**src/design/usbpd_cs_pkg.sv**
```systemverilog
// Shared types, constants and lookup functions of the USB PD sink contract selector.
// Used by usbpd_cs_request and usb_pd_sink_contract_select; depends on nothing else.
`default_nettype none

package usbpd_cs_pkg;

	typedef enum logic [1:0] {
		KIND_NONE  = 2'd0,
		KIND_FIXED = 2'd1,
		KIND_PROG  = 2'd2
	} kind_t;

	localparam int NUM_FIXED = 5;
	localparam int NUM_PROG  = 3;

	// Fixed level select field: level number 1..5, 0 = none seen yet
	localparam logic [2:0] LVL_NONE = 3'd0;

	localparam int VMAX_0_MV = 5900;
	localparam int VMAX_1_MV = 11000;
	localparam int VMAX_2_MV = 16000;
	localparam int VMAX_3_MV = 21000;
	localparam int VMIN_0_MV = 3000;
	localparam int VMIN_1_MV = 3300;
	localparam int VMIN_2_MV = 5000;

	localparam int FIXED_0_MV = 5000;
	localparam int FIXED_1_MV = 9000;
	localparam int FIXED_2_MV = 12000;
	localparam int FIXED_3_MV = 15000;
	localparam int FIXED_4_MV = 20000;

	localparam int VOLT_BASE_MV = 3000;
	localparam int VOLT_STEP_MV = 20;
	localparam int POWER_DIV    = 10000;
	localparam int CURRENT_STEP_MA = 100;

	localparam logic [7:0] SHADOW_KEEP_MASK = 8'hFC;
	localparam logic [7:0] FINAL_KEEP_MASK  = 8'h07;
	localparam logic [7:0] GO_KEEP_MASK     = 8'hE0;
	localparam logic [7:0] GO_CMD           = 8'h01;
	localparam logic [3:0] PROG_SEL_BASE    = 4'd6;

	// Power = code * mv / 10000 = (code * mul) >> PWR_SHIFT, exact for 7-bit codes
	localparam int PWR_SHIFT = 20;
	localparam int PWR_MUL_W = 22;
	localparam int PWR_HUND  = POWER_DIV / 100;

	localparam logic [PWR_MUL_W-1:0] PWR_MUL_F0 =
		PWR_MUL_W'((((FIXED_0_MV / 100) << PWR_SHIFT) + PWR_HUND - 1) / PWR_HUND);
	localparam logic [PWR_MUL_W-1:0] PWR_MUL_F1 =
		PWR_MUL_W'((((FIXED_1_MV / 100) << PWR_SHIFT) + PWR_HUND - 1) / PWR_HUND);
	localparam logic [PWR_MUL_W-1:0] PWR_MUL_F2 =
		PWR_MUL_W'((((FIXED_2_MV / 100) << PWR_SHIFT) + PWR_HUND - 1) / PWR_HUND);
	localparam logic [PWR_MUL_W-1:0] PWR_MUL_F3 =
		PWR_MUL_W'((((FIXED_3_MV / 100) << PWR_SHIFT) + PWR_HUND - 1) / PWR_HUND);
	localparam logic [PWR_MUL_W-1:0] PWR_MUL_F4 =
		PWR_MUL_W'((((FIXED_4_MV / 100) << PWR_SHIFT) + PWR_HUND - 1) / PWR_HUND);
	localparam logic [PWR_MUL_W-1:0] PWR_MUL_P0 =
		PWR_MUL_W'((((VMAX_0_MV / 100) << PWR_SHIFT) + PWR_HUND - 1) / PWR_HUND);
	localparam logic [PWR_MUL_W-1:0] PWR_MUL_P1 =
		PWR_MUL_W'((((VMAX_1_MV / 100) << PWR_SHIFT) + PWR_HUND - 1) / PWR_HUND);
	localparam logic [PWR_MUL_W-1:0] PWR_MUL_P2 =
		PWR_MUL_W'((((VMAX_2_MV / 100) << PWR_SHIFT) + PWR_HUND - 1) / PWR_HUND);
	localparam logic [PWR_MUL_W-1:0] PWR_MUL_P3 =
		PWR_MUL_W'((((VMAX_3_MV / 100) << PWR_SHIFT) + PWR_HUND - 1) / PWR_HUND);

	// (mv - 3000) / 20: drop two bits, then divide by 5 through a 16-bit reciprocal
	localparam int DIV5_SHIFT = 16;
	localparam logic [13:0] DIV5_MUL = 14'(((1 << DIV5_SHIFT) + 4) / 5);

	typedef struct packed {
		logic [7:0] first;
		logic [7:0] vlow;
		logic [7:0] cur;
		logic [7:0] final_byte;
		logic [7:0] go;
	} prog_bytes_t;

	typedef struct packed {
		kind_t       kind;
		prog_bytes_t bytes;
		logic [8:0]  power;
		logic [13:0] current_ma;
	} result_t;

	function automatic logic [14:0] vmax_mv(input logic [1:0] code);
		logic [14:0] mv;
		unique case (code)
			2'd0:    mv = 15'(VMAX_0_MV);
			2'd1:    mv = 15'(VMAX_1_MV);
			2'd2:    mv = 15'(VMAX_2_MV);
			default: mv = 15'(VMAX_3_MV);
		endcase
		return mv;
	endfunction

	function automatic logic [14:0] vmin_mv(input logic [1:0] code);
		logic [14:0] mv;
		case (code)
			2'd0:    mv = 15'(VMIN_0_MV);
			2'd1:    mv = 15'(VMIN_1_MV);
			default: mv = 15'(VMIN_2_MV);
		endcase
		return mv;
	endfunction

	function automatic logic [9:0] vmax_vcode(input logic [1:0] code);
		logic [9:0] vc;
		unique case (code)
			2'd0:    vc = 10'((VMAX_0_MV - VOLT_BASE_MV) / VOLT_STEP_MV);
			2'd1:    vc = 10'((VMAX_1_MV - VOLT_BASE_MV) / VOLT_STEP_MV);
			2'd2:    vc = 10'((VMAX_2_MV - VOLT_BASE_MV) / VOLT_STEP_MV);
			default: vc = 10'((VMAX_3_MV - VOLT_BASE_MV) / VOLT_STEP_MV);
		endcase
		return vc;
	endfunction

	function automatic logic [PWR_MUL_W-1:0] pwr_mul_prog(input logic [1:0] code);
		logic [PWR_MUL_W-1:0] m;
		unique case (code)
			2'd0:    m = PWR_MUL_P0;
			2'd1:    m = PWR_MUL_P1;
			2'd2:    m = PWR_MUL_P2;
			default: m = PWR_MUL_P3;
		endcase
		return m;
	endfunction

	// idx is the fixed level position 0..4
	function automatic logic [PWR_MUL_W-1:0] pwr_mul_fixed(input logic [2:0] idx);
		logic [PWR_MUL_W-1:0] m;
		unique case (idx)
			3'd0:    m = PWR_MUL_F0;
			3'd1:    m = PWR_MUL_F1;
			3'd2:    m = PWR_MUL_F2;
			3'd3:    m = PWR_MUL_F3;
			3'd4:    m = PWR_MUL_F4;
			default: m = '0;
		endcase
		return m;
	endfunction

	// lvl is the level number 1..5; no level reads as 0 mV
	function automatic logic [14:0] fixed_mv(input logic [2:0] lvl);
		logic [14:0] mv;
		unique case (lvl)
			3'd1:    mv = 15'(FIXED_0_MV);
			3'd2:    mv = 15'(FIXED_1_MV);
			3'd3:    mv = 15'(FIXED_2_MV);
			3'd4:    mv = 15'(FIXED_3_MV);
			3'd5:    mv = 15'(FIXED_4_MV);
			default: mv = '0;
		endcase
		return mv;
	endfunction

endpackage

`default_nettype wire

```
**src/design/usbpd_cs_request.sv**
```systemverilog
// Builds the register bytes of a programmable-supply request.
// Depends on usbpd_cs_pkg.
`default_nettype none

module usbpd_cs_request (
	input  wire logic [1:0]                idx,
	input  wire logic [9:0]                vcode,
	input  wire logic [7:0]                shadow,
	input  wire logic [6:0]                current,
	output      usbpd_cs_pkg::prog_bytes_t bytes
);
	import usbpd_cs_pkg::*;

	logic [7:0] first;
	logic [7:0] final_byte;
	logic [4:0] sel_field;

	// merge voltage high bits into the shadow, then put the supply select in bits 7:3
	assign first      = (shadow & SHADOW_KEEP_MASK) | {6'b0, vcode[9:8]};
	assign sel_field  = 5'(PROG_SEL_BASE + {2'b00, idx});
	assign final_byte = {sel_field, 3'b000} | (first & FINAL_KEEP_MASK);

	assign bytes.first      = first;
	assign bytes.vlow       = vcode[7:0];
	assign bytes.cur        = {current, 1'b0};
	assign bytes.final_byte = final_byte;
	assign bytes.go         = (final_byte & GO_KEEP_MASK) | GO_CMD;

endmodule

`default_nettype wire

```
**src/design/usb_pd_sink_contract_select.sv**
```systemverilog
// USB PD sink contract selector: top level with input register, select logic and result register.
// Depends on usbpd_cs_pkg and usbpd_cs_request.
//
// One request enters per cycle while in_stall is low. Acceptance loads the input register and
// the request then moves on into the result register, which drives the outputs. When out_stall
// stays low the sustained rate is one request per cycle, set by the single pass of decode,
// a few small constant and table multipliers and compares between the
// two registers. Command 0 latches the programmable-supply snapshot and
// the request register readback and picks the better of the highest fixed level and the
// highest programmable supply; command 1 checks requested_mv against the stored supplies in
// order and requests it from the first that fits. A full input register with a stalled
// result holds in_stall high. Reset clears all stored capability and shadow state.
`default_nettype none

module usb_pd_sink_contract_select (
	input  wire logic        clk,
	input  wire logic        arst_n,
	input  wire logic        in_valid,
	output      logic        in_stall,
	input  wire logic        command,
	input  wire logic [6:0]  fixed_current_0,
	input  wire logic [6:0]  fixed_current_1,
	input  wire logic [6:0]  fixed_current_2,
	input  wire logic [6:0]  fixed_current_3,
	input  wire logic [6:0]  fixed_current_4,
	input  wire logic [6:0]  prog_current_0,
	input  wire logic [6:0]  prog_current_1,
	input  wire logic [6:0]  prog_current_2,
	input  wire logic [7:0]  prog_voltage_codes,
	input  wire logic [7:0]  request_reg_readback,
	input  wire logic [14:0] requested_mv,
	output      logic        out_valid,
	input  wire logic        out_stall,
	output      logic [1:0]  request_kind,
	output      logic [7:0]  request_first,
	output      logic [7:0]  voltage_low,
	output      logic [7:0]  current_byte,
	output      logic [7:0]  request_final,
	output      logic [7:0]  go_byte,
	output      logic [8:0]  max_power,
	output      logic [13:0] max_current_ma
);
	import usbpd_cs_pkg::*;

	// input register
	logic        valid_s1;
	logic        cmd_s1;
	logic [6:0]  fc_s1 [NUM_FIXED];
	logic [6:0]  pc_s1 [NUM_PROG];
	logic [7:0]  vcodes_s1;
	logic [7:0]  readback_s1;
	logic [14:0] mv_s1;

	// stored capability and request state
	logic [6:0]  prog_cur_q [NUM_PROG];
	logic [1:0]  prog_max_q [NUM_PROG];
	logic [1:0]  prog_min_q;
	logic [7:0]  shadow_q;
	logic [2:0]  fixed_lvl_q;
	logic [8:0]  fixed_pow_q;

	// result register
	logic        valid_s2;
	result_t     res_s2;

	logic        accept;
	logic        advance;

	assign advance  = valid_s1 && (!valid_s2 || !out_stall);
	assign in_stall = valid_s1 && !advance;
	assign accept   = in_valid && !in_stall;

	always_ff @(posedge clk or negedge arst_n) begin
		if (!arst_n) begin
			valid_s1 <= 1'b0;
		end else if (accept) begin
			valid_s1 <= 1'b1;
		end else if (advance) begin
			valid_s1 <= 1'b0;
		end
	end

	always_ff @(posedge clk) begin
		if (accept) begin
			cmd_s1      <= command;
			fc_s1[0]    <= fixed_current_0;
			fc_s1[1]    <= fixed_current_1;
			fc_s1[2]    <= fixed_current_2;
			fc_s1[3]    <= fixed_current_3;
			fc_s1[4]    <= fixed_current_4;
			pc_s1[0]    <= prog_current_0;
			pc_s1[1]    <= prog_current_1;
			pc_s1[2]    <= prog_current_2;
			vcodes_s1   <= prog_voltage_codes;
			readback_s1 <= request_reg_readback;
			mv_s1       <= requested_mv;
		end
	end

	// snapshot decode
	logic [1:0]  pmax_new [NUM_PROG];
	logic [1:0]  psel;
	logic        pany;
	logic [2:0]  fsel;
	logic        fany;
	logic [28:0] pprod;
	logic [28:0] fprod;
	logic [8:0]  ppow;
	logic [2:0]  lvl_new;
	logic [8:0]  fpow_new;
	logic        take_prog;

	assign pmax_new[0] = vcodes_s1[7:6];
	assign pmax_new[1] = vcodes_s1[5:4];
	assign pmax_new[2] = vcodes_s1[3:2];

	// highest present level wins
	always_comb begin
		psel = '0;
		pany = 1'b0;
		for (int i = 0; i < NUM_PROG; i++) begin
			if (pc_s1[i] != '0) begin
				psel = 2'(i);
				pany = 1'b1;
			end
		end
		fsel = '0;
		fany = 1'b0;
		for (int i = 0; i < NUM_FIXED; i++) begin
			if (fc_s1[i] != '0) begin
				fsel = 3'(i);
				fany = 1'b1;
			end
		end
	end

	assign pprod = 29'(pc_s1[psel]) * 29'(pwr_mul_prog(pmax_new[psel]));
	assign fprod = 29'(fc_s1[fsel]) * 29'(pwr_mul_fixed(fsel));
	assign ppow  = pprod[PWR_SHIFT +: 9];

	// an absent fixed set keeps the last level
	assign lvl_new  = fany ? 3'(fsel + 3'd1) : fixed_lvl_q;
	assign fpow_new = fany ? fprod[PWR_SHIFT +: 9] : fixed_pow_q;

	assign take_prog = pany && (vmax_mv(pmax_new[psel]) > fixed_mv(lvl_new))
		&& (ppow > fpow_new);

	// user request fit check against stored supplies
	logic [NUM_PROG-1:0] fit;
	logic [1:0]  fidx;
	logic        fit_any;
	logic [14:0] mv_off;
	logic [29:0] uprod;
	logic [9:0]  ucode;

	always_comb begin
		for (int i = 0; i < NUM_PROG; i++) begin
			fit[i] = (prog_cur_q[i] != '0) && (vmin_mv(prog_min_q) <= mv_s1)
				&& (mv_s1 < vmax_mv(prog_max_q[i]));
		end
		fidx = '0;
		for (int i = NUM_PROG - 1; i >= 0; i--) begin
			if (fit[i]) begin
				fidx = 2'(i);
			end
		end
	end

	assign fit_any = |fit;
	assign mv_off  = mv_s1 - 15'(VOLT_BASE_MV);
	assign uprod   = 30'(mv_off[14:2]) * 30'(DIV5_MUL);
	assign ucode   = uprod[DIV5_SHIFT +: 10];

	// shared request byte builder
	logic [1:0]  rq_idx;
	logic [9:0]  rq_vcode;
	logic [7:0]  rq_shadow;
	logic [6:0]  rq_current;
	prog_bytes_t rq_bytes;

	assign rq_idx     = cmd_s1 ? fidx : psel;
	assign rq_vcode   = cmd_s1 ? ucode : vmax_vcode(pmax_new[psel]);
	assign rq_shadow  = cmd_s1 ? shadow_q : readback_s1;
	assign rq_current = cmd_s1 ? prog_cur_q[fidx] : pc_s1[psel];

	usbpd_cs_request u_request (
		.idx     (rq_idx),
		.vcode   (rq_vcode),
		.shadow  (rq_shadow),
		.current (rq_current),
		.bytes   (rq_bytes)
	);

	result_t res_nxt;

	always_comb begin
		res_nxt = '0;
		if (!cmd_s1) begin
			if (take_prog) begin
				res_nxt.kind  = KIND_PROG;
				res_nxt.bytes = rq_bytes;
				res_nxt.power = ppow;
			end else begin
				if (lvl_new != LVL_NONE) begin
					res_nxt.kind             = KIND_FIXED;
					res_nxt.bytes.first      = {2'b00, lvl_new, 3'b000};
					res_nxt.bytes.final_byte = {2'b00, lvl_new, 3'b000};
					res_nxt.bytes.go         = GO_CMD;
				end
				res_nxt.power = fpow_new;
			end
		end else if (fit_any) begin
			res_nxt.kind       = KIND_PROG;
			res_nxt.bytes      = rq_bytes;
			res_nxt.current_ma = 14'({7'b0, prog_cur_q[fidx]} * 14'(CURRENT_STEP_MA));
		end
	end

	// state moves with the request into the result register
	always_ff @(posedge clk or negedge arst_n) begin
		if (!arst_n) begin
			for (int i = 0; i < NUM_PROG; i++) begin
				prog_cur_q[i] <= '0;
				prog_max_q[i] <= '0;
			end
			prog_min_q  <= '0;
			shadow_q    <= '0;
			fixed_lvl_q <= LVL_NONE;
			fixed_pow_q <= '0;
		end else if (advance) begin
			if (!cmd_s1) begin
				for (int i = 0; i < NUM_PROG; i++) begin
					prog_cur_q[i] <= pc_s1[i];
					prog_max_q[i] <= pmax_new[i];
				end
				prog_min_q  <= vcodes_s1[1:0];
				shadow_q    <= take_prog ? rq_bytes.final_byte : readback_s1;
				fixed_lvl_q <= lvl_new;
				fixed_pow_q <= fpow_new;
			end else if (fit_any) begin
				shadow_q <= rq_bytes.final_byte;
			end
		end
	end

	always_ff @(posedge clk or negedge arst_n) begin
		if (!arst_n) begin
			valid_s2 <= 1'b0;
		end else if (advance) begin
			valid_s2 <= 1'b1;
		end else if (!out_stall) begin
			valid_s2 <= 1'b0;
		end
	end

	always_ff @(posedge clk) begin
		if (advance) begin
			res_s2 <= res_nxt;
		end
	end

	assign out_valid      = valid_s2;
	assign request_kind   = res_s2.kind;
	assign request_first  = res_s2.bytes.first;
	assign voltage_low    = res_s2.bytes.vlow;
	assign current_byte   = res_s2.bytes.cur;
	assign request_final  = res_s2.bytes.final_byte;
	assign go_byte        = res_s2.bytes.go;
	assign max_power      = res_s2.power;
	assign max_current_ma = res_s2.current_ma;

	// a full input register behind a stalled result must hold off new requests
	a_hold_input: assert property (@(posedge clk) disable iff (!arst_n)
		valid_s1 && valid_s2 && out_stall |-> in_stall)
		else $error("request accepted while both registers are held");

	a_none_zero: assert property (@(posedge clk) disable iff (!arst_n)
		valid_s2 && res_s2.kind == KIND_NONE |->
		res_s2.bytes == '0 && res_s2.current_ma == '0)
		else $error("empty result carries request bytes");

	a_fixed_shape: assert property (@(posedge clk) disable iff (!arst_n)
		valid_s2 && res_s2.kind == KIND_FIXED |->
		res_s2.bytes.first == res_s2.bytes.final_byte && res_s2.bytes.vlow == '0
		&& res_s2.bytes.cur == '0 && res_s2.current_ma == '0)
		else $error("fixed request with programmable fields");

	a_user_result: assert property (@(posedge clk) disable iff (!arst_n)
		valid_s2 && res_s2.current_ma != '0 |->
		res_s2.kind == KIND_PROG && res_s2.power == '0)
		else $error("user current without a programmable request");

	a_shadow_follow: assert property (@(posedge clk) disable iff (!arst_n)
		advance && res_nxt.kind == KIND_PROG |=> shadow_q == res_s2.bytes.final_byte)
		else $error("request shadow not updated by programmable request");

endmodule

`default_nettype wire
```
**config.mk**
```make
export PLATFORM = sky130hd
export DESIGN_NAME = usb_pd_sink_contract_select
export DESIGN_NICKNAME = d
export VERILOG_FILES = /design/src/design/usbpd_cs_pkg.sv /design/src/design/usbpd_cs_request.sv /design/src/design/usb_pd_sink_contract_select.sv
export SDC_FILE = /design/constraint.sdc
export NUM_CORES = 1
export LEC_CHECK = 0
export ABC_AREA = 1
export BUFFER_PORTS_ARGS = -buffer_cell sky130_fd_sc_hd__clkbuf_2
export CAP_MARGIN = 20
export CORE_MARGIN = 3
export CORE_UTILIZATION = 30
export DETAILED_ROUTE_END_ITERATION = 10
export SYNTH_ARGS = -nofsm -noshare
export SYNTH_HDL_FRONTEND = slang
export SYNTH_SLANG_ARGS = --single-unit
```
**constraint.sdc**
```tcl
create_clock -name clk -period 9.4 [get_ports clk]
set_clock_uncertainty 0.1 [all_clocks]
set_input_delay 1.88 -clock clk [delete_from_list [all_inputs] [get_ports clk]]
set_output_delay 1.88 -clock clk [all_outputs]
set_load 0.03 [all_outputs]
```
==> impl_summary.txt <==
----------------------------------------------------
[Yosys]
  Predominant post-synthesis flop cell ... sky130_fd_sc_hd__edfxtp_1
  Most frequent cell after synthesis ... sky130_fd_sc_hd__inv_1
  Synth Cell Area ... 0.0194 sq mm
  Share of synthesized area occupied by flip-flops and latches ... 27.6%
  Post-Synth Simple-Gate Area ... 16.0%
  Largest cells by area after synthesis ... sky130_fd_sc_hd__edfxtp_1 21%, sky130_fd_sc_hd__ha_1 21%, sky130_fd_sc_hd__fa_1 16%
  Share of flip-flops with an asynchronous set or reset ... 26.2%
  XOR/XNOR share of the synthesized area ... 1.17%
  Post-synth cell types ... 62
  Synth Register Bits ... 187
  Library cell occupying the most area in the post-synthesis netlist ... sky130_fd_sc_hd__edfxtp_1
  Share of the synthesized area in the top cell type ... 21.3%
  Number of synthesized flops with an enable pin ... 138
  Post-synthesis mux area share ... 0%
  Count of warnings emitted by yosys ... 0
  Fraction of the mapped netlist area in adder cells ... 36.5%
  Synth Area in Compound Gates ... 9.44%
  Most frequent cells after synthesis ... 405 x sky130_fd_sc_hd__inv_1, 383 x sky130_fd_sc_hd__nand2_1, 325 x sky130_fd_sc_hd__ha_1
  Dominant combinational cell family by area after synthesis ... adder cells
  Number of instances in the synthesized netlist ... 2180
  Mean area per synthesized cell ... 8.92 sq um

[Outcome]
  Outcome ... finished, final reports clean

[Drt]
  Post-Route WL ... 51200 um
  Final antenna-violating net count ... 0
  Detailed-router iteration count before antenna repair ... 6
  Via count ... 15000
  Via density per instance ... 4.69
  Post-DR wirelength/cell ... 16.0 um
  Number of DRC violations after detailed-routing iteration 0 ... 928
  Post-route DRC ... 0

[Placed design]
  HPWL after detailed placement ... 43000 um
  Number of input and output port buffers inserted ... 147
  Area of placed instances ... 0.0213 sq mm
  Routability Congestion ... 0.911

[GRT]
  Global-route wire length before repair ... 80800 um
  Vias in the first global route ... 15000
  Largest net degree at the start of global routing ... 66
  Antenna violations before repair ... 1
  Global Route Usage Sum ... 15.3%
  Total grt overflow ... 0

[Die]
  Io pins ... 159
  Floorplan die height ... 261 um
  Horizontal die dimension ... 261 um
  Core Box Area ... 0.0635 sq mm
  Number of core rows ... 92
  Area of the die ... 0.0679 sq mm
  Initial Util ... 30.6%

[CTS]
  TritonCTS buffer count ... 17
  Maximum buffer depth of the clock tree ... 2
  TritonCTS clock tree ... built
  Post-cts resize count ... 0
  Clock transition at the registers of the reported paths ... 0.08 ns
  Number of clock sinks ... 187
  Hold bufs inserted after CTS ... 0
  Number of H-tree branching levels ... 4
  Insertion delay of the later-clocked pin in the worst-skew pair ... 0.46 ns
  Post-CTS setup repair buffer count ... 0
  Root cell of the clock tree ... sky130_fd_sc_hd__clkbuf_16

[Layout]
  Total number of nets in the final design ... 2913
  ANT cells ... 0
  Finished Cell Area ... 0.0219 sq mm
  Layout cells sized above 1 ... 11.6%
  Fill cell count ... 6617
  Area added between synthesis and finish ... 12.7%

[Min path]
  Cell depth of the worst min-delay path ... 2
  Worst min-delay path endpoint ... prog_min_q[0]
  Type of the worst min-delay path ... reg -> reg
  Hold wc startpoint ... vcodes_s1[0]

[Setup path]
  Top cell family by delay on the critical path ... compound AO/OA/AOI/OAI gates
  Critical R2R Capture ... max_power[0]
  CP Capture Type ... flop
  Maximum net fanout on the critical path ... 12
  Max stage delay cell, worst path ... sky130_fd_sc_hd__fa_1
  R2R Path Start ... fc_s1[4][0]
  Count of buffering cells on the critical path with inverters included ... 5
  Arrival time of the worst setup path ... 8.93 ns
  Crit path launch type ... flop
  Number of cells traversed by the worst register-to-register path ... 39
  WS Path Type ... reg -> reg
  Required time worst endpoint ... 9.58 ns
  Slowest cell delay on critical path ... 0.56 ns
  FF-to-FF setup slack ... 0.65 ns
  Most used cell along the critical path ... sky130_fd_sc_hd__nand2_1

[Timing]
  Worst slew slack as a fraction of its limit ... 43.9%
  Setup TNS ... 0 ns
  Post-route clock period utilization ... 93.1%
  Number of failing setup endpoints in the final timing report ... 0
  Max-slew violation total from the final report ... 0
  Highest attainable clock frequency ... 0.114 GHz
  Count of final hold-check violations ... 0
  Transition at the pin with the smallest max-transition slack ... 0.839 ns
  Time the final worst path needs with I/O delays and setup ... 8.75 ns
  Setup repair after global routing missed its margin ... false

[Power]
  Leakage power figure ... 11.3 nW
  Pwr/cell area ... 253 mW/mm^2
  Max IR drop VDD ... 0.249 mV

[Run]
  Max-cap violations ... 0

----------------------------------------------------
-- layout by cell type, fill, tap and decap left out, drive strengths merged, types with 12 or more instances in the layout --
cell / n
inv: 422
nand2: 396
ha: 325
nor2: 164
clkbuf: 164
fa: 151
edfxtp: 138
o21ai: 115
a21oi: 113
nand3: 88
dfrtp: 49
buf: 33
nor3: 22
nand4: 19
xor2: 19
a31oi: 16
nor4: 12
-- sequential cells by signal, summed over array words and instances, names as in the netlist, 5 cells and up, named ones only --
register	cells
current_byte	7
fc_s1	35
fixed_pow_q	9
max_current_ma	12
max_power	9
mv_s1	15
pc_s1	21
prog_cur_q	21
prog_max_q	6
readback_s1	6
request_first	8
shadow_q	5
vcodes_s1	8
voltage_low	8
-- stage by stage --
| stage | total power, mW | instances | hold WS (ns) | utilization [%] | worst slack [ns] |
|---|---|---|---|---|---|
| 2_1_floorplan | 3.93 | 2188 | 0.318 | - | 1.83 |
| 3_3_place_gp | 4.79 | 3172 | 0.344 | 33.5 | 0.716 |
| 3_5_place_dp | 4.84 | 3172 | 0.351 | 33.5 | 0.737 |
| 4_1_cts | 5.61 | 3204 | 0.369 | 34.5 | 0.627 |
| 5_1_grt | 6.20 | 3204 | 0.404 | 34.5 | 0.0233 |
| 6_report | 5.55 | 3204 | 0.368 | 34.5 | 0.652 |
-- metal layers --
layer,share of wire [%],track usage [%],vias up
met5,0.021,0,-
met4,2.5,4.26,2
met3,5.6,3.04,58
met2,48,26.3,366
met1,44,19.6,7135
li1,-,-,7480
-- logic make-up after synthesis --
family / count (synthesis)
flip-flops: 187
XOR/XNOR: 26
AO/OA/AOI/OAI: 311
adder cells (fa/ha/maj): 476
buffers and inverters: 458
other: 1
AND/OR/NAND/NOR: 721
-- layout make-up --
type	instances	area (sq um)	area share [%]
flip-flops and latches	187	5370	24.5
clock inverters	15	188	0.857
well taps	846	1060	4.83
inverters	416	1560	7.14
multi-input cells	1543	12300	56.2
repair buffers	180	983	4.49
clock buffers	17	425	1.94
-- report_power, final --
group | total [mW] | internal [mW] | switching [mW] | leakage [nW]
Combinational | 3.61 | 1.37 | 2.24 | 9.04
Clock | 0.741 | 0.362 | 0.379 | 0.292
Sequential | 1.20 | 1.10 | 0.0960 | 1.95
Total | 5.55 | 2.84 | 2.71 | 11.3
-- worst max path at each step --
stage / startpoint / to / slack, ns / depth (start not counted)
6_report: fc_s1[4][0] / max_power[0] / 0.65 / 39
5_1_grt: fc_s1[4][0] / max_power[0] / 0.02 / 39
4_1_cts: pc_s1[2][2] / max_power[0] / 0.63 / 34
3_5_place_dp: pc_s1[2][2] / max_power[0] / 0.74 / 34
3_3_place_gp: pc_s1[2][2] / max_power[0] / 0.72 / 34
2_1_floorplan: fc_s1[4][1] / max_power[4] / 1.83 / 42
-- worst min-delay path: cells and delay by family, from the launching register on --
family	cells	cell delay, ns
AND/OR/NAND/NOR	2	0.10
flip-flops	1	0.33
No activity file was read; power rests on OpenSTA's default activity.
